## src/dps_pkg.sv

```systemverilog
`default_nettype none

package dps_pkg;

	localparam int CORDIC_STEPS_DEF = 16;
	localparam int CORDIC_MAX_STEPS = 30;

	// q16.16 angle constants
	localparam int PI_Q      = 205887;
	localparam int TWO_PI_Q  = 411774;
	localparam int HALF_PI_Q = 102944;
	localparam int FOUR_PI_Q = 823548;
	localparam int ONE_Q     = 65536;

	// q2.30 start vector length, pre-scaled by the cordic gain
	localparam logic signed [33:0] CORDIC_GAIN = 34'sd652032874;

	localparam int MUL_W     = 48;
	localparam int DIV_NUM_W = 64;
	localparam int DIV_DEN_W = 48;

	typedef enum logic [1:0] {
		OP_TICK       = 2'd0,
		OP_SET_VEL    = 2'd1,
		OP_ADD_VEL    = 2'd2,
		OP_LOAD_ANGLE = 2'd3
	} op_t;

	typedef enum logic [1:0] {
		CFG_ROD_LENGTH = 2'd0,
		CFG_GRAVITY    = 2'd1,
		CFG_MASS       = 2'd2,
		CFG_DAMPING    = 2'd3
	} cfg_idx_t;

	typedef struct packed {
		logic busy;
		logic done;
	} unit_stat_t;

	// atan(2^-i) in q2.30
	function automatic logic signed [33:0] atan_q30(input logic [4:0] idx);
		logic signed [33:0] r;
		unique case (idx)
			5'd0:  r = 34'sd843314857;
			5'd1:  r = 34'sd497837829;
			5'd2:  r = 34'sd263043837;
			5'd3:  r = 34'sd133525159;
			5'd4:  r = 34'sd67021687;
			5'd5:  r = 34'sd33543516;
			5'd6:  r = 34'sd16775851;
			5'd7:  r = 34'sd8388437;
			5'd8:  r = 34'sd4194283;
			5'd9:  r = 34'sd2097149;
			5'd10: r = 34'sd1048576;
			5'd11: r = 34'sd524288;
			5'd12: r = 34'sd262144;
			5'd13: r = 34'sd131072;
			5'd14: r = 34'sd65536;
			5'd15: r = 34'sd32768;
			5'd16: r = 34'sd16384;
			5'd17: r = 34'sd8192;
			5'd18: r = 34'sd4096;
			5'd19: r = 34'sd2048;
			5'd20: r = 34'sd1024;
			5'd21: r = 34'sd512;
			5'd22: r = 34'sd256;
			5'd23: r = 34'sd128;
			5'd24: r = 34'sd64;
			5'd25: r = 34'sd32;
			5'd26: r = 34'sd16;
			5'd27: r = 34'sd8;
			5'd28: r = 34'sd4;
			5'd29: r = 34'sd2;
			default: r = 34'sd0;
		endcase
		return r;
	endfunction

	// shift right with truncation toward zero
	function automatic logic signed [33:0] shr_tz(input logic signed [33:0] v,
		input logic [4:0] sh);
		logic [33:0] m;
		m = v[33] ? 34'(-v) : 34'(v);
		m = m >> sh;
		return v[33] ? -$signed(m) : $signed(m);
	endfunction

	function automatic logic signed [17:0] clamp_unit(input logic signed [33:0] v);
		logic signed [17:0] r;
		if (v > 34'sd65536)
			r = 18'sd65536;
		else if (v < -34'sd65536)
			r = -18'sd65536;
		else
			r = v[17:0];
		return r;
	endfunction

	function automatic logic signed [31:0] sat32(input logic signed [34:0] v);
		logic signed [31:0] r;
		if (v > 35'sd2147483647)
			r = 32'sh7fffffff;
		else if (v < -35'sd2147483648)
			r = 32'sh80000000;
		else
			r = v[31:0];
		return r;
	endfunction

	// one correction by two pi toward [-pi, pi]
	function automatic logic signed [22:0] wrap_once(input logic signed [22:0] a);
		logic signed [22:0] r;
		if (a > 23'sd205887)
			r = a - 23'sd411774;
		else if (a < -23'sd205887)
			r = a + 23'sd411774;
		else
			r = a;
		return r;
	endfunction

endpackage

`default_nettype wire

```

## src/dps_cordic.sv

```systemverilog
`default_nettype none

module dps_cordic #(
	parameter int STEPS = dps_pkg::CORDIC_STEPS_DEF
) (
	input  logic                clk,
	input  logic                arst_n,
	input  logic                start,
	input  logic signed [18:0]  angle,
	output logic signed [17:0]  sin_val,
	output logic signed [17:0]  cos_val,
	output dps_pkg::unit_stat_t stat
);
	import dps_pkg::*;

	localparam int N  = (STEPS > CORDIC_MAX_STEPS) ? CORDIC_MAX_STEPS : STEPS;
	localparam int CW = $clog2(N + 1);

	logic signed [33:0] x_q, y_q, z_q;
	logic               flip_q, busy_q, fin_q, done_q;
	logic [CW-1:0]      cnt_q;
	logic signed [17:0] sin_q, cos_q;

	logic signed [18:0] a_f;
	logic               flip_d;
	logic signed [33:0] z0, dx, dy, at;
	logic [4:0]         idx;
	logic signed [17:0] xs, ys;

	// fold into [-pi/2, pi/2]
	always_comb begin
		if (angle > 19'sd102944) begin
			a_f    = angle - 19'sd205887;
			flip_d = 1'b1;
		end else if (angle < -19'sd102944) begin
			a_f    = angle + 19'sd205887;
			flip_d = 1'b1;
		end else begin
			a_f    = angle;
			flip_d = 1'b0;
		end
		z0  = 34'(a_f) * 34'sd16384;
		idx = 5'(cnt_q);
		dx  = shr_tz(y_q, idx);
		dy  = shr_tz(x_q, idx);
		at  = atan_q30(idx);
		xs  = clamp_unit(shr_tz(x_q, 5'd14));
		ys  = clamp_unit(shr_tz(y_q, 5'd14));
	end

	always_ff @(posedge clk or negedge arst_n) begin
		if (!arst_n) begin
			busy_q <= 1'b0;
			fin_q  <= 1'b0;
			done_q <= 1'b0;
			cnt_q  <= '0;
		end else begin
			done_q <= 1'b0;
			fin_q  <= 1'b0;
			if (start) begin
				busy_q <= 1'b1;
				cnt_q  <= '0;
			end else if (busy_q) begin
				cnt_q <= cnt_q + 1'b1;
				if (cnt_q == CW'(N - 1)) begin
					busy_q <= 1'b0;
					fin_q  <= 1'b1;
				end
			end
			if (fin_q)
				done_q <= 1'b1;
		end
	end

	always_ff @(posedge clk) begin
		if (start) begin
			x_q    <= CORDIC_GAIN;
			y_q    <= '0;
			z_q    <= z0;
			flip_q <= flip_d;
		end else if (busy_q) begin
			if (!z_q[33]) begin
				x_q <= x_q - dx;
				y_q <= y_q + dy;
				z_q <= z_q - at;
			end else begin
				x_q <= x_q + dx;
				y_q <= y_q - dy;
				z_q <= z_q + at;
			end
		end
		if (fin_q) begin
			sin_q <= flip_q ? -ys : ys;
			cos_q <= flip_q ? -xs : xs;
		end
	end

	assign sin_val   = sin_q;
	assign cos_val   = cos_q;
	assign stat.busy = busy_q | fin_q;
	assign stat.done = done_q;

endmodule

`default_nettype wire

```

## src/dps_divider.sv

```systemverilog
`default_nettype none

module dps_divider (
	input  logic                                  clk,
	input  logic                                  arst_n,
	input  logic                                  start,
	input  logic [dps_pkg::DIV_NUM_W-1:0]         dividend,
	input  logic [dps_pkg::DIV_DEN_W-1:0]         divisor,
	output logic [dps_pkg::DIV_NUM_W-1:0]         quotient,
	output logic [dps_pkg::DIV_DEN_W-1:0]         remainder,
	output dps_pkg::unit_stat_t                   stat
);
	import dps_pkg::*;

	localparam int CW = $clog2(DIV_NUM_W + 1);

	logic [DIV_NUM_W-1:0] quot_q;
	logic [DIV_DEN_W-1:0] rem_q, den_q;
	logic [CW-1:0]        cnt_q;
	logic                 busy_q, done_q;
	logic [DIV_DEN_W:0]   trial;
	logic                 fits;

	// restoring division, one quotient bit a cycle
	always_comb begin
		trial = {rem_q, quot_q[DIV_NUM_W-1]};
		fits  = trial >= {1'b0, den_q};
	end

	always_ff @(posedge clk or negedge arst_n) begin
		if (!arst_n) begin
			busy_q <= 1'b0;
			done_q <= 1'b0;
			cnt_q  <= '0;
		end else begin
			done_q <= 1'b0;
			if (start) begin
				busy_q <= 1'b1;
				cnt_q  <= '0;
			end else if (busy_q) begin
				cnt_q <= cnt_q + 1'b1;
				if (cnt_q == CW'(DIV_NUM_W - 1)) begin
					busy_q <= 1'b0;
					done_q <= 1'b1;
				end
			end
		end
	end

	always_ff @(posedge clk) begin
		if (start) begin
			quot_q <= dividend;
			rem_q  <= '0;
			den_q  <= divisor;
		end else if (busy_q) begin
			rem_q  <= fits ? DIV_DEN_W'(trial - {1'b0, den_q}) : trial[DIV_DEN_W-1:0];
			quot_q <= {quot_q[DIV_NUM_W-2:0], fits};
		end
	end

	assign quotient  = quot_q;
	assign remainder = rem_q;
	assign stat.busy = busy_q;
	assign stat.done = done_q;

endmodule

`default_nettype wire

```

## src/dps_multiplier.sv

```systemverilog
`default_nettype none

module dps_multiplier (
	input  logic                          clk,
	input  logic                          arst_n,
	input  logic                          start,
	input  logic [dps_pkg::MUL_W-1:0]     a,
	input  logic [dps_pkg::MUL_W-1:0]     b,
	output logic [2*dps_pkg::MUL_W-1:0]   product,
	output dps_pkg::unit_stat_t           stat
);
	import dps_pkg::*;

	localparam int CW = $clog2(MUL_W + 1);

	logic [MUL_W-1:0] a_q, hi_q, lo_q;
	logic [CW-1:0]    cnt_q;
	logic             busy_q, done_q;
	logic [MUL_W:0]   sum;

	// shift-add, one multiplier bit a cycle
	assign sum = {1'b0, hi_q} + (lo_q[0] ? {1'b0, a_q} : '0);

	always_ff @(posedge clk or negedge arst_n) begin
		if (!arst_n) begin
			busy_q <= 1'b0;
			done_q <= 1'b0;
			cnt_q  <= '0;
		end else begin
			done_q <= 1'b0;
			if (start) begin
				busy_q <= 1'b1;
				cnt_q  <= '0;
			end else if (busy_q) begin
				cnt_q <= cnt_q + 1'b1;
				if (cnt_q == CW'(MUL_W - 1)) begin
					busy_q <= 1'b0;
					done_q <= 1'b1;
				end
			end
		end
	end

	always_ff @(posedge clk) begin
		if (start) begin
			a_q  <= a;
			hi_q <= '0;
			lo_q <= b;
		end else if (busy_q) begin
			hi_q <= sum[MUL_W:1];
			lo_q <= {sum[0], lo_q[MUL_W-1:1]};
		end
	end

	assign product   = {hi_q, lo_q};
	assign stat.busy = busy_q;
	assign stat.done = done_q;

endmodule

`default_nettype wire

```

## src/damped_pendulum_step_unit.sv

```systemverilog
// Damped pendulum integrator in signed q16.16. Each input transaction carries an
// opcode: a tick advances velocity and angle by one Euler step with gravity and
// damping, the others set or add to the velocity or load the angle. Every input
// transaction yields exactly one output transaction with the wrapped angle, the
// velocity, both energies and the bob offsets, all from the state after the
// operation. The block works on one item at a time and drops s_axis_tready until
// the result has been taken. All arithmetic runs through three shared iterative
// units: a shift-add multiplier, a restoring divider and a cordic rotator. A
// tick takes about 4 products, 2 quotients and 1 rotation for the step and 8
// products and 1 rotation for the outputs; set and add velocity take only the
// output part, and an angle load outside [-pi, pi] adds one quotient to it.
// Configuration writes are always taken (cfg_ready is high) and must only come
// while the block is idle.
`default_nettype none

module damped_pendulum_step_unit #(
	parameter int CORDIC_STEPS = dps_pkg::CORDIC_STEPS_DEF
) (
	input  logic         clk,
	input  logic         arst_n,
	// input stream
	input  logic         s_axis_tvalid,
	output logic         s_axis_tready,
	input  logic [63:0]  s_axis_tdata,  // operand_value[31:0], speed_factor[62:32], zero
	input  logic [1:0]   s_axis_tuser,  // opcode[1:0]
	// result stream
	output logic         m_axis_tvalid,
	input  logic         m_axis_tready,
	// angle_out[18:0], velocity_out[50:19], kinetic_energy[81:51],
	// potential_energy[113:82], x_offset[145:114], y_offset[177:146], zero
	output logic [183:0] m_axis_tdata,
	// register writes
	input  logic         cfg_valid,
	output logic         cfg_ready,
	input  logic [1:0]   cfg_index,
	input  logic [30:0]  cfg_data
);
	import dps_pkg::*;

	typedef enum logic [19:0] {
		ST_IDLE    = 20'h00001,
		ST_T_CORD  = 20'h00002,
		ST_T_DGL   = 20'h00004,
		ST_T_M1    = 20'h00008,
		ST_T_M2    = 20'h00010,
		ST_T_M3    = 20'h00020,
		ST_T_DACC  = 20'h00040,
		ST_T_M4    = 20'h00080,
		ST_WRAP    = 20'h00100,
		ST_P_START = 20'h00200,
		ST_P_CORD  = 20'h00400,
		ST_P_MVL   = 20'h00800,
		ST_P_MSQ   = 20'h01000,
		ST_P_MKE   = 20'h02000,
		ST_P_MMG   = 20'h04000,
		ST_P_MLC   = 20'h08000,
		ST_P_MPE   = 20'h10000,
		ST_P_MX    = 20'h20000,
		ST_P_MY    = 20'h40000,
		ST_OUT     = 20'h80000
	} state_t;

	state_t state_q, state_d;

	// configuration and pendulum state
	logic [30:0]        rod_length_q, gravity_q, mass_q, damping_q;
	logic signed [18:0] angle_q;
	logic signed [31:0] velocity_q;

	// scratch registers of the sequencer
	logic [30:0]        sf_q;
	logic               wrap_hi_q;
	logic signed [17:0] sin_q, cos_q;
	logic [46:0]        gl_q;
	logic signed [49:0] num_q;
	logic               vl_big_q;
	logic [45:0]        mg_q;
	logic [32:0]        lc_q;
	logic [30:0]        ke_q;
	logic [31:0]        pe_q, x_q, y_q;

	// shared unit hookup
	logic                     cor_start;
	logic signed [17:0]       cor_sin, cor_cos;
	unit_stat_t               cor_stat, div_stat, mul_stat;
	logic                     div_start;
	logic [DIV_NUM_W-1:0]     div_num, div_quot;
	logic [DIV_DEN_W-1:0]     div_den, div_rem;
	logic                     mul_start;
	logic [MUL_W-1:0]         mul_a, mul_b;
	logic [2*MUL_W-1:0]       mp;

	logic               accept;
	op_t                op_in;
	logic signed [31:0] operand_in;
	logic [30:0]        sf_in;
	logic [30:0]        len_eff, mass_eff;
	logic [16:0]        s_mag, c_mag;
	logic [31:0]        v_mag;
	logic signed [31:0] vel_add;
	logic               ld_hi, ld_lo;
	logic [31:0]        ld_t;
	logic signed [18:0] ld_res;
	logic [46:0]        t1, t2;
	logic [45:0]        den_eff;
	logic [47:0]        num_mag;
	logic [32:0]        qcap;
	logic signed [33:0] acc;
	logic signed [31:0] vel_tick;
	logic [31:0]        vt_mag;
	logic [19:0]        step_c;
	logic signed [22:0] step_s, ang_sum, ang_w;
	logic [46:0]        vl;
	logic [17:0]        one_minus_c;
	logic [31:0]        xm, ym;

	assign accept     = s_axis_tvalid && s_axis_tready;
	assign op_in      = op_t'(s_axis_tuser);
	assign operand_in = s_axis_tdata[31:0];
	assign sf_in      = s_axis_tdata[62:32];

	// a zero length or mass acts as one lsb
	assign len_eff  = (rod_length_q == '0) ? 31'd1 : rod_length_q;
	assign mass_eff = (mass_q == '0) ? 31'd1 : mass_q;

	always_comb begin
		s_mag   = sin_q[17] ? 17'(-sin_q) : 17'(sin_q);
		c_mag   = cos_q[17] ? 17'(-cos_q) : 17'(cos_q);
		v_mag   = velocity_q[31] ? 32'(-velocity_q) : 32'(velocity_q);
		vel_add = sat32(35'(velocity_q) + 35'(operand_in));

		// angle load: remainder by two pi brings it back into range
		ld_hi  = operand_in > 32'sd205887;
		ld_lo  = operand_in < -32'sd205887;
		ld_t   = ld_hi ? 32'(operand_in - 32'sd205888) : 32'(-32'sd205888 - operand_in);
		ld_res = 19'(wrap_hi_q ? $signed({1'b0, div_rem[18:0]}) - 20'sd205886
			: 20'sd205886 - $signed({1'b0, div_rem[18:0]}));

		// tick terms
		t1      = mp[62:16];
		t2      = mp[62:16];
		den_eff = (mp[61:16] == '0) ? 46'd1 : mp[61:16];
		num_mag = num_q[49] ? 48'(-num_q) : num_q[47:0];

		// acceleration magnitude capped at 2^32
		qcap = ((div_quot[63:33] != '0) || (div_quot[32] && (div_quot[31:0] != '0)))
			? 33'h1_0000_0000 : div_quot[32:0];
		acc      = num_q[49] ? -$signed({1'b0, qcap}) : $signed({1'b0, qcap});
		vel_tick = sat32(35'(velocity_q) + 35'(acc));
		vt_mag   = vel_tick[31] ? 32'(-vel_tick) : 32'(vel_tick);

		// angle step clamped to four pi, then at most two corrections
		step_c  = (mp[62:16] > 47'(FOUR_PI_Q)) ? 20'(FOUR_PI_Q) : mp[35:16];
		step_s  = velocity_q[31] ? -$signed({3'b0, step_c}) : $signed({3'b0, step_c});
		ang_sum = 23'(angle_q) + step_s;
		ang_w   = wrap_once(wrap_once(ang_sum));

		// output terms
		vl          = mp[62:16];
		one_minus_c = 18'(19'sd65536 - 19'(cos_q));
		xm          = {1'b0, mp[46:16]};
		ym          = {1'b0, mp[46:16]};
	end

	// sequencer: each compute state waits on one unit, then issues the next operation
	always_comb begin
		state_d   = state_q;
		cor_start = 1'b0;
		div_start = 1'b0;
		div_num   = '0;
		div_den   = '0;
		mul_start = 1'b0;
		mul_a     = '0;
		mul_b     = '0;
		unique case (state_q)
			ST_IDLE: begin
				if (accept) begin
					unique case (op_in)
						OP_TICK: begin
							cor_start = 1'b1;
							state_d   = ST_T_CORD;
						end
						OP_SET_VEL, OP_ADD_VEL: state_d = ST_P_START;
						OP_LOAD_ANGLE: begin
							if (ld_hi || ld_lo) begin
								div_start = 1'b1;
								div_num   = {32'b0, ld_t};
								div_den   = DIV_DEN_W'(TWO_PI_Q);
								state_d   = ST_WRAP;
							end else begin
								state_d = ST_P_START;
							end
						end
						default: state_d = ST_IDLE;
					endcase
				end
			end
			ST_T_CORD: begin
				if (cor_stat.done) begin
					// g/L
					div_start = 1'b1;
					div_num   = {17'b0, gravity_q, 16'b0};
					div_den   = {17'b0, len_eff};
					state_d   = ST_T_DGL;
				end
			end
			ST_T_DGL: begin
				if (div_stat.done) begin
					mul_start = 1'b1;
					mul_a     = {1'b0, div_quot[46:0]};
					mul_b     = {31'b0, s_mag};
					state_d   = ST_T_M1;
				end
			end
			ST_T_M1: begin
				if (mul_stat.done) begin
					mul_start = 1'b1;
					mul_a     = {17'b0, damping_q};
					mul_b     = {16'b0, v_mag};
					state_d   = ST_T_M2;
				end
			end
			ST_T_M2: begin
				if (mul_stat.done) begin
					mul_start = 1'b1;
					mul_a     = {17'b0, mass_eff};
					mul_b     = {17'b0, len_eff};
					state_d   = ST_T_M3;
				end
			end
			ST_T_M3: begin
				if (mul_stat.done) begin
					div_start = 1'b1;
					div_num   = {num_mag, 16'b0};
					div_den   = {2'b0, den_eff};
					state_d   = ST_T_DACC;
				end
			end
			ST_T_DACC: begin
				if (div_stat.done) begin
					mul_start = 1'b1;
					mul_a     = {16'b0, vt_mag};
					mul_b     = {17'b0, sf_q};
					state_d   = ST_T_M4;
				end
			end
			ST_T_M4: begin
				if (mul_stat.done)
					state_d = ST_P_START;
			end
			ST_WRAP: begin
				if (div_stat.done)
					state_d = ST_P_START;
			end
			ST_P_START: begin
				cor_start = 1'b1;
				state_d   = ST_P_CORD;
			end
			ST_P_CORD: begin
				if (cor_stat.done) begin
					mul_start = 1'b1;
					mul_a     = {16'b0, v_mag};
					mul_b     = {17'b0, len_eff};
					state_d   = ST_P_MVL;
				end
			end
			ST_P_MVL: begin
				if (mul_stat.done) begin
					mul_start = 1'b1;
					mul_a     = {16'b0, vl[31:0]};
					mul_b     = {16'b0, vl[31:0]};
					state_d   = ST_P_MSQ;
				end
			end
			ST_P_MSQ: begin
				if (mul_stat.done) begin
					mul_start = 1'b1;
					mul_a     = {17'b0, mass_eff};
					mul_b     = mp[63:16];
					state_d   = ST_P_MKE;
				end
			end
			ST_P_MKE: begin
				if (mul_stat.done) begin
					mul_start = 1'b1;
					mul_a     = {17'b0, mass_eff};
					mul_b     = {17'b0, gravity_q};
					state_d   = ST_P_MMG;
				end
			end
			ST_P_MMG: begin
				if (mul_stat.done) begin
					mul_start = 1'b1;
					mul_a     = {17'b0, len_eff};
					mul_b     = {30'b0, one_minus_c};
					state_d   = ST_P_MLC;
				end
			end
			ST_P_MLC: begin
				if (mul_stat.done) begin
					mul_start = 1'b1;
					mul_a     = {2'b0, mg_q};
					mul_b     = {15'b0, mp[48:16]};
					state_d   = ST_P_MPE;
				end
			end
			ST_P_MPE: begin
				if (mul_stat.done) begin
					mul_start = 1'b1;
					mul_a     = {17'b0, len_eff};
					mul_b     = {31'b0, s_mag};
					state_d   = ST_P_MX;
				end
			end
			ST_P_MX: begin
				if (mul_stat.done) begin
					mul_start = 1'b1;
					mul_a     = {17'b0, len_eff};
					mul_b     = {31'b0, c_mag};
					state_d   = ST_P_MY;
				end
			end
			ST_P_MY: begin
				if (mul_stat.done)
					state_d = ST_OUT;
			end
			ST_OUT: begin
				if (m_axis_tready)
					state_d = ST_IDLE;
			end
			default: state_d = ST_IDLE;
		endcase
	end

	// control, configuration and pendulum state
	always_ff @(posedge clk or negedge arst_n) begin
		if (!arst_n) begin
			state_q      <= ST_IDLE;
			rod_length_q <= 31'd6553600;
			gravity_q    <= 31'd642908;
			mass_q       <= 31'd65536;
			damping_q    <= '0;
			angle_q      <= '0;
			velocity_q   <= '0;
		end else begin
			state_q <= state_d;
			if (cfg_valid) begin
				unique case (cfg_idx_t'(cfg_index))
					CFG_ROD_LENGTH: rod_length_q <= cfg_data;
					CFG_GRAVITY:    gravity_q    <= cfg_data;
					CFG_MASS:       mass_q       <= cfg_data;
					CFG_DAMPING:    damping_q    <= cfg_data;
					default:        damping_q    <= damping_q;
				endcase
			end
			if (state_q == ST_IDLE && accept) begin
				if (op_in == OP_SET_VEL)
					velocity_q <= operand_in;
				else if (op_in == OP_ADD_VEL)
					velocity_q <= vel_add;
				else if (op_in == OP_LOAD_ANGLE && !(ld_hi || ld_lo))
					angle_q <= operand_in[18:0];
			end
			if (state_q == ST_T_DACC && div_stat.done)
				velocity_q <= vel_tick;
			if (state_q == ST_T_M4 && mul_stat.done)
				angle_q <= ang_w[18:0];
			if (state_q == ST_WRAP && div_stat.done)
				angle_q <= ld_res;
		end
	end

	// scratch captures at accept and as each unit finishes
	always_ff @(posedge clk) begin
		unique case (state_q)
			ST_IDLE: begin
				if (accept) begin
					sf_q      <= sf_in;
					wrap_hi_q <= ld_hi;
				end
			end
			ST_T_CORD: if (cor_stat.done) sin_q <= cor_sin;
			ST_T_DGL:  if (div_stat.done) gl_q <= div_quot[46:0];
			ST_T_M1: begin
				// num = -(g/L)*sin - damping*velocity
				if (mul_stat.done)
					num_q <= sin_q[17] ? $signed({3'b0, t1}) : -$signed({3'b0, t1});
			end
			ST_T_M2: begin
				if (mul_stat.done)
					num_q <= velocity_q[31] ? num_q + $signed({3'b0, t2})
						: num_q - $signed({3'b0, t2});
			end
			ST_P_CORD: begin
				if (cor_stat.done) begin
					sin_q <= cor_sin;
					cos_q <= cor_cos;
				end
			end
			ST_P_MVL: if (mul_stat.done) vl_big_q <= (vl[46:32] != '0);
			ST_P_MKE: begin
				if (mul_stat.done)
					ke_q <= (vl_big_q || (mp[95:48] != '0)) ? 31'h7fffffff : mp[47:17];
			end
			ST_P_MMG: if (mul_stat.done) mg_q <= mp[61:16];
			ST_P_MLC: if (mul_stat.done) lc_q <= mp[48:16];
			ST_P_MPE: begin
				if (mul_stat.done)
					pe_q <= (mp[95:47] != '0) ? 32'h7fffffff : {1'b0, mp[46:16]};
			end
			ST_P_MX: if (mul_stat.done) x_q <= sin_q[17] ? 32'(-xm) : xm;
			ST_P_MY: if (mul_stat.done) y_q <= cos_q[17] ? 32'(-ym) : ym;
			default: gl_q <= gl_q;
		endcase
	end

	dps_cordic #(
		.STEPS(CORDIC_STEPS)
	) u_cordic (
		.clk     (clk),
		.arst_n  (arst_n),
		.start   (cor_start),
		.angle   (angle_q),
		.sin_val (cor_sin),
		.cos_val (cor_cos),
		.stat    (cor_stat)
	);

	dps_divider u_divider (
		.clk       (clk),
		.arst_n    (arst_n),
		.start     (div_start),
		.dividend  (div_num),
		.divisor   (div_den),
		.quotient  (div_quot),
		.remainder (div_rem),
		.stat      (div_stat)
	);

	dps_multiplier u_multiplier (
		.clk     (clk),
		.arst_n  (arst_n),
		.start   (mul_start),
		.a       (mul_a),
		.b       (mul_b),
		.product (mp),
		.stat    (mul_stat)
	);

	// input taken only with every shared unit at rest
	assign s_axis_tready = (state_q == ST_IDLE) && !cor_stat.busy && !div_stat.busy
		&& !mul_stat.busy;
	assign m_axis_tvalid = (state_q == ST_OUT);
	assign m_axis_tdata  = {6'b0, y_q, x_q, pe_q, ke_q, velocity_q, angle_q};
	assign cfg_ready     = 1'b1;

endmodule

`default_nettype wire

```

## config.mk

```make
export PLATFORM = sky130hd
export DESIGN_NAME = damped_pendulum_step_unit
export DESIGN_NICKNAME = d
export VERILOG_FILES = /design/src/dps_pkg.sv /design/src/dps_cordic.sv /design/src/dps_divider.sv /design/src/dps_multiplier.sv /design/src/damped_pendulum_step_unit.sv
export SDC_FILE = /design/constraint.sdc
export NUM_CORES = 2
export LEC_CHECK = 0
export BUFFER_PORTS_ARGS = -buffer_cell sky130_fd_sc_hd__buf_2
export CAP_MARGIN = 40
export CORE_MARGIN = 10
export CORE_UTILIZATION = 47
export DETAILED_ROUTE_END_ITERATION = 10
export PLACE_DENSITY_LB_ADDON = 0.3
export SETUP_SLACK_MARGIN = 0.05
export SKIP_CTS_REPAIR_TIMING = 1
export SYNTH_ARGS = -nofsm -noshare
export SYNTH_HDL_FRONTEND = slang
export SYNTH_SLANG_ARGS = --single-unit
```

## constraint.sdc

```tcl
create_clock -name clk -period 28.6 [get_ports clk]
set_clock_uncertainty 0.05 [all_clocks]
set_input_delay 4.29 -clock clk [delete_from_list [all_inputs] [get_ports clk]]
set_output_delay 4.29 -clock clk [all_outputs]
set_load 0.02 [all_outputs]
```

Word-level counts from Yosys, hierarchy flattened
Memory sizes are Yosys's and may differ from the RTL's.
Cells that the tools add are included.
{"block": "op_classes", "add_sub_neg": 44, "mul": 0, "n_div": 0, "magnitude_cmp": 18, "eq_ne": 50, "shifts": 2, "muxes": 154, "bitwise": 1, "n_reduce_logical": 58}
{"operator": "32-bit two-way mux", "n": 18}
{"operator": "48-bit case mux with 12 select lines", "n": 1}
{"operator": "34-bit two-way mux", "n": 12}
{"operator": "20-bit two-way mux", "n": 20}
{"operator": "20-bit case mux with 20 select lines", "n": 1}
{"operator": "47-bit case mux with 8 select lines", "n": 1}
{"operator": "31-bit two-way mux", "n": 10}
{"operator": "48-bit two-way mux", "n": 6}
{"operator": "19-bit two-way mux", "n": 14}
{"operator": "50-bit two-way mux", "n": 4}
{"operator": "64-bit two-way mux", "n": 3}
{"operator": "64-bit case mux with 3 select lines", "n": 1}
{"operator": "46-bit two-way mux", "n": 3}
{"operator": "46-bit case mux with 3 select lines", "n": 1}
{"operator": "34-bit negator", "n": 4}
{"operator": "18-bit two-way mux", "n": 7}
{"operator": "34-bit adder", "n": 3}
{"operator": "34-bit subtractor", "n": 3}
{"operator": "50-bit case mux with 2 select lines", "n": 1}
{"operator": "47-bit two-way mux", "n": 2}
{"operator": "17-bit two-way mux", "n": 5}
{"operator": "23-bit two-way mux", "n": 3}
{"operator": "34-bit by 18-bit > comparator with 1-bit output (second input constant)", "n": 2}
{"operator": "34-bit by 17-bit < comparator with 1-bit output (second input constant)", "n": 2}
{"operator": "other kinds (100)", "n": 200}
{"block": "word_totals", "register_bits": 955, "latch_bits": 0, "ramBits": 0, "romBits": 960, "inputBits": 104, "out_inout_bits": 187, "word_cells": 372, "memories": 1}
{"memory": "(name not given)", "depth": 32, "width": 30, "read_ports": 1, "rd_clocked_by_memory_dff": 0, "wr": 0, "line_no": "dps_pkg.sv:44", "text": "unique case (idx)"}

Logic depth before layout (Yosys ltp)
{"block": "depth", "ltp_word": 14, "mapped_depth": 46, "ltp_nobuf": 43}

By module
A second synthesis with hierarchy kept.
{"block": "hier_totals", "cells_unflattened": 10277, "area_unflattened_um2": 86121.3}
{"mod": "damped_pendulum_step_unit", "instances": 1, "cells_per_inst": 4747, "area_each_um2": 40979.3, "seq_area_each_um2": 13639.3}
{"mod": "dps_cordic", "instances": 1, "cells_per_inst": 3781, "area_each_um2": 26853.3, "seq_area_each_um2": 3553.4}
{"mod": "dps_divider", "instances": 1, "cells_per_inst": 892, "area_each_um2": 9512.9, "seq_area_each_um2": 4549.4}
{"mod": "dps_multiplier", "instances": 1, "cells_per_inst": 857, "area_each_um2": 8775.9, "seq_area_each_um2": 4043.9}

Least setup slack after synthesis
No wires, ideal clock.
{"block": "synth_timing", "path_kind": "reg2reg", "start": "reg u_divider.quot_q[2] (netlist: u_divider.quotient[2])", "end": "reg u_multiplier.a_q[12], data pin", "setup_time_ns": 0.278, "arrival_time_ns": 11.753, "required_ns": 28.272, "setup_slack_ns": 16.519, "path_stages_with_launch": 44, "n_path_buf": 4, "period_less_slack_ns": 12.081, "cell_sequence": "edfxtp_1 > or4_4 > or3_4 > or3_4 > or2_4 > or3_4 > or4_1 > or4_1 > or3_1 > or3_1 > or3_1 > or3_1 > or3_1 > o41a_1 > nor3_4 > and2_1 > inv_1 > ha_1 > (+8 left out) > o21ai_0 > a221oi_1 > a31oi_1 > a31o_2 > o311a_1 > o21ai_0 > nand3_1 > o31ai_1 > clkbuf_1 > clkbuf_1 > o21ai_0 > ha_1 > clkbuf_1 > o21ai_0 > a21oi_1 > a311o_1 > nand2_1 > o2111ai_1"}
{"block": "synth_between", "elab_chain_cells": 14, "elab_cells_between_ends": 15, "classes_between": "add/sub (3); order compare (2); mux (7); reduce/logical (3)"}
{"element": "start: declaration", "line_no": "dps_divider.sv:17", "text": "logic [DIV_NUM_W-1:0] quot_q;"}
{"element": "start signal: assignment", "line_no": "dps_divider.sv:52", "text": "quot_q <= dividend;"}
{"element": "start signal: assignment", "line_no": "dps_divider.sv:57", "text": "quot_q <= {quot_q[DIV_NUM_W-2:0], fits};"}
{"element": "32-bit nonzero test", "line_no": "damped_pendulum_step_unit.sv:146", "text": "qcap = ((div_quot[63:33] != '0) || (div_quot[32] && (div_quot[31:0] != '0)))"}
{"element": "1-bit logical AND", "line_no": "damped_pendulum_step_unit.sv:146"}
{"element": "1-bit logical OR", "line_no": "damped_pendulum_step_unit.sv:146"}
{"element": "33-bit two-way mux *", "line_no": "damped_pendulum_step_unit.sv:147", "text": "? 33'h1_0000_0000 : div_quot[32:0];"}
{"element": "33-bit negator with 34-bit output", "line_no": "damped_pendulum_step_unit.sv:148", "text": "acc = num_q[49] ? -$signed({1'b0, qcap}) : $signed({1'b0, qcap});"}
{"element": "34-bit two-way mux *", "line_no": "damped_pendulum_step_unit.sv:148"}
{"element": "32-bit by 34-bit adder with 35-bit output *", "line_no": "damped_pendulum_step_unit.sv:149", "text": "vel_tick = sat32(35'(velocity_q) + 35'(acc));"}
{"element": "35-bit by 32-bit < comparator with 1-bit output", "line_no": "dps_pkg.sv:104", "text": "else if (v < -35'sd2147483648)"}
{"element": "32-bit two-way mux", "line_no": "dps_pkg.sv:104"}
{"element": "32-bit two-way mux *", "line_no": "dps_pkg.sv:102", "text": "if (v > 35'sd2147483647)"}
{"element": "32-bit negator", "line_no": "damped_pendulum_step_unit.sv:150", "text": "vt_mag = vel_tick[31] ? 32'(-vel_tick) : 32'(vel_tick);"}
{"element": "32-bit two-way mux *", "line_no": "damped_pendulum_step_unit.sv:150"}
{"element": "32-bit two-way mux *", "line_no": "damped_pendulum_step_unit.sv:240", "text": "if (div_stat.done) begin"}
{"element": "47-bit case mux with 8 select lines *", "line_no": "damped_pendulum_step_unit.sv:175", "text": "unique case (state_q)"}
{"element": "via mul_a[12]", "line_no": "damped_pendulum_step_unit.sv:90", "text": "logic [MUL_W-1:0] mul_a, mul_b;"}
{"element": "end signal: assignment", "line_no": "dps_multiplier.sv:46", "text": "a_q <= a;"}
{"element": "end: declaration", "line_no": "dps_multiplier.sv:16", "text": "logic [MUL_W-1:0] a_q, hi_q, lo_q;"}
The timed path passes the listed nets; every way through them passes the cells marked *.
A chain may end at the register's enable or synchronous reset.

Worst setup path in the final report
{"block": "layout_timing", "start": "reg u_divider.quot_q[2] (netlist: u_divider.quotient[2])", "end": "reg u_multiplier.a_q[16], data pin"}
The elaborated chain is that of the path after synthesis.

==> run metrics <==
Final Power ~3.1 mW; residual DRC count 0; Vias/cell about 6.7; RSZ-0062 raised after global routing false; largest net degree at the start of global routing slightly above 90; wire length per cell roughly 28 um; Slew headroom between 30% and 40%; Async SR Flop Fraction 23.1%; final cycle utilization of the critical path between 50% and 60%; clock root buffer clkbuf_16; R2R Path End u_multiplier.a_q[16]; WHS Path Cells 0; CTS buffer count 110; DP Wirelength approximately 270000 um; synthesized flop and latch total between 900 and 1000; Hold Fails Final Rpt 0; proportion of layout cells with a drive suffix above 1 a little under an eighth; count of input and output buffers 281; worst slack, placed roughly 15000 ps; Initial Util 47.3%; Initial DRT Pass Iterations 11; worst r2r src u_divider.quotient[2]; Cells after Synth between 10000 and 15000; Least-Margin Pin Slew 993 ps; io pins 291; area of the core about 180000 um^2; crit path capture type flip-flop; num rows between 150 and 200; Most used DFF post-synth edfxtp_1; FF-to-FF path depth between 40 and 50; top post-synthesis cells by area edfxtp_1 (20%), dfrtp_1 (6.1%), xnor2_1 (5.8%), ha_1 (5.7%), nor2_1 (4.4%); Max IR drop VDD roughly 0.052 mV; post-synth design cell area 83400 um^2; area leader, netlist edfxtp_1; worst min path class reg2reg; final WL 356000 um; most frequent cell after synthesis nor2_1; Final #Nets between 10000 and 15000; vias in the first global route just under 80000; Syn Area/Cell about 8.3 um^2; Clk pin slew, worst setup/hold paths 60 ps; Worst EP required between 20000 and 30000 ps; Setup CP Type reg2reg; Slew Limit Fails 0; Endpoint, Worst Hold cos_q[15]; CTS tree built; Worst Path Arrival roughly 15000 ps; pwr/cell area between 30 and 40 nW/um^2; initial antenna violation count a little over 50; Synth cell types about 130; EDFF count, synth between 500 and 600; 1st-iter DRT viols between 10000 and 15000; Final GP Congestion approximately 1.0; top cells by count, synth nor2_1 (980), nand2_1 (963), a21oi_1 (689); clock sinks around 950; max incr delay on CP between 600 and 700 ps; HP Start u_cordic.cos_val[15]; GRT Util Overall approximately a third; Startpoint Class flip-flop; Die W around 440 um; via count 83500; Lkg Pwr 34.0 nW; maxcap violations 0; run status finished clean; htree depth 3; Congestion Overflow GR 0; YS warnings 0; antenna-violating nets left 0; die area roughly 190000 um^2; Tmin final 14460 ps; synthesis-to-layout area growth 9.75%; DIE HEIGHT 441 um; CTS Buffer Depth 3; Reg2Reg Setup Slack between 10000 and 15000 ps; Finish-stage setup viols 0; Most common cell on crit path or3_1; Fmax achieved just under 0.07 GHz; Max stage delay cell, worst path a221oi_1; crit-path max FO 33; worst setup margin 14140 ps; clk_lat worst skew around 820 ps; area fraction of the dominant cell type after synthesis about a fifth; setup TNS 0 ps; sequential-to-total area share from yosys stat approximately 31%; global-route wire length before repair between 500000 and 600000 um
==> where the power goes <==
group / switching (mW) / total, mW / internal, mW
Clock: 0.655 / 1.49 / 0.832
Combinational: 0.0700 / 0.122 / 0.0516
Sequential: 0.0456 / 1.52 / 1.47
Total: 0.770 / 3.13 / 2.36
==> state kept, by name, indices dropped and copies added, names as in the netlist, 46 cells and up <==
name / flops
u_divider.quotient: 64
num_q: 50
u_divider.remainder: 48
u_multiplier.hi_q: 48
u_multiplier.lo_q: 48
u_multiplier.a_q: 47
mg_q: 46
u_divider.den_q: 46
==> how the worst max path moves through the flow <==
stage | slack (ps) | end | startpoint | cells after the start
global route | 13580 | u_multiplier.a_q[16] | u_divider.quotient[2] | 41
global placement | 14460 | u_multiplier.a_q[16] | u_divider.quotient[2] | 41
detailed placement | 14630 | u_multiplier.a_q[10] | u_divider.quotient[2] | 42
CTS | 14620 | u_multiplier.a_q[10] | u_divider.quotient[2] | 42
finish | 14140 | u_multiplier.a_q[16] | u_divider.quotient[2] | 41
floorplan | 16520 | u_multiplier.a_q[12] | u_divider.quotient[2] | 43
==> layout make-up <==
class                   instances  area [um^2]
multi-input cells            8158        54300
well taps                    2340         2930
diodes                         47          118
repair buffers                556         3740
clock buffers                 151         3110
flip-flops and latches        951        25700
inverters                     256          965
clock inverters                59          636
fillers                     16600        84800
==> cell usage in the layout, fill, tap and decap left out, drive strengths merged, types with 47 or more instances in the layout <==
cell type	netlist	final
a22o	67	67
nand2b	110	110
o21ai	605	605
a211oi	125	125
nand2	963	963
a222oi	77	77
nand4	98	98
nor4	121	121
o21a	81	81
xnor2	554	554
o211ai	124	124
nand3	216	216
nor2b	105	105
buf	160	552
a221oi	51	51
clkbuf	508	151
inv	251	259
o41ai	52	52
and2	139	139
and3	89	89
edfxtp	553	553
or2	131	131
a21oi	689	689
o22ai	69	69
nor3	295	295
a21o	148	148
nor2	982	982
a22oi	72	72
dfxtp	178	178
or3	145	145
o31ai	122	122
a31oi	114	114
diode	0	47
mux2i	150	150
or4	72	72
ha	380	380
xor2	361	361
dfrtp	203	203
mux2	155	155
==> metrics by stage <==
| stage | hold slack [ps] | std cells | area (um^2) | util, % |
|---|---|---|---|---|
| after CTS | 335 | 12500 | 91400 | 51.8 |
| after detailed placement | 355 | 12300 | 87600 | 49.7 |
| after floorplan | 350 | 10000 | 83400 | - |
| after global routing | 324 | 12500 | 91500 | 51.9 |
| final | 308 | 12500 | 91500 | 51.9 |
| after global placement | 353 | 12200 | 87000 | 49.3 |
==> per-layer routing <==
layer | global-route usage [%] | vias to the layer above | part of all wire (%)
li1 | - | 37400 | -
met1 | 40.5 | 39900 | 36
met2 | 55.8 | 4747 | 45
met3 | 5.91 | 1363 | 8.6
met4 | 30.3 | 14 | 10
met5 | 0 | - | 0.024
==> worst max-delay path: cells and delay by family (launching register included) <==
family                     cells  cell delay, ps
AOI/OAI and AO/OA             16            5710
adders and majority gates      3            1020
buffers and inverters          3             660
DFF                            1             500
and+or+nand+nor               19            6240
==> cells by family after synthesis <==
kind of cell               synth area share, %
DFF                                       30.8
other                                  0.00901
adders and majority gates                 6.03
muxes                                     4.30
xor gates and xnor gates                  9.66
AOI/OAI and AO/OA                         23.9
and+or+nand+nor                           21.0
buffers and inverters                     4.31
(Power assumes the default switching activity.)
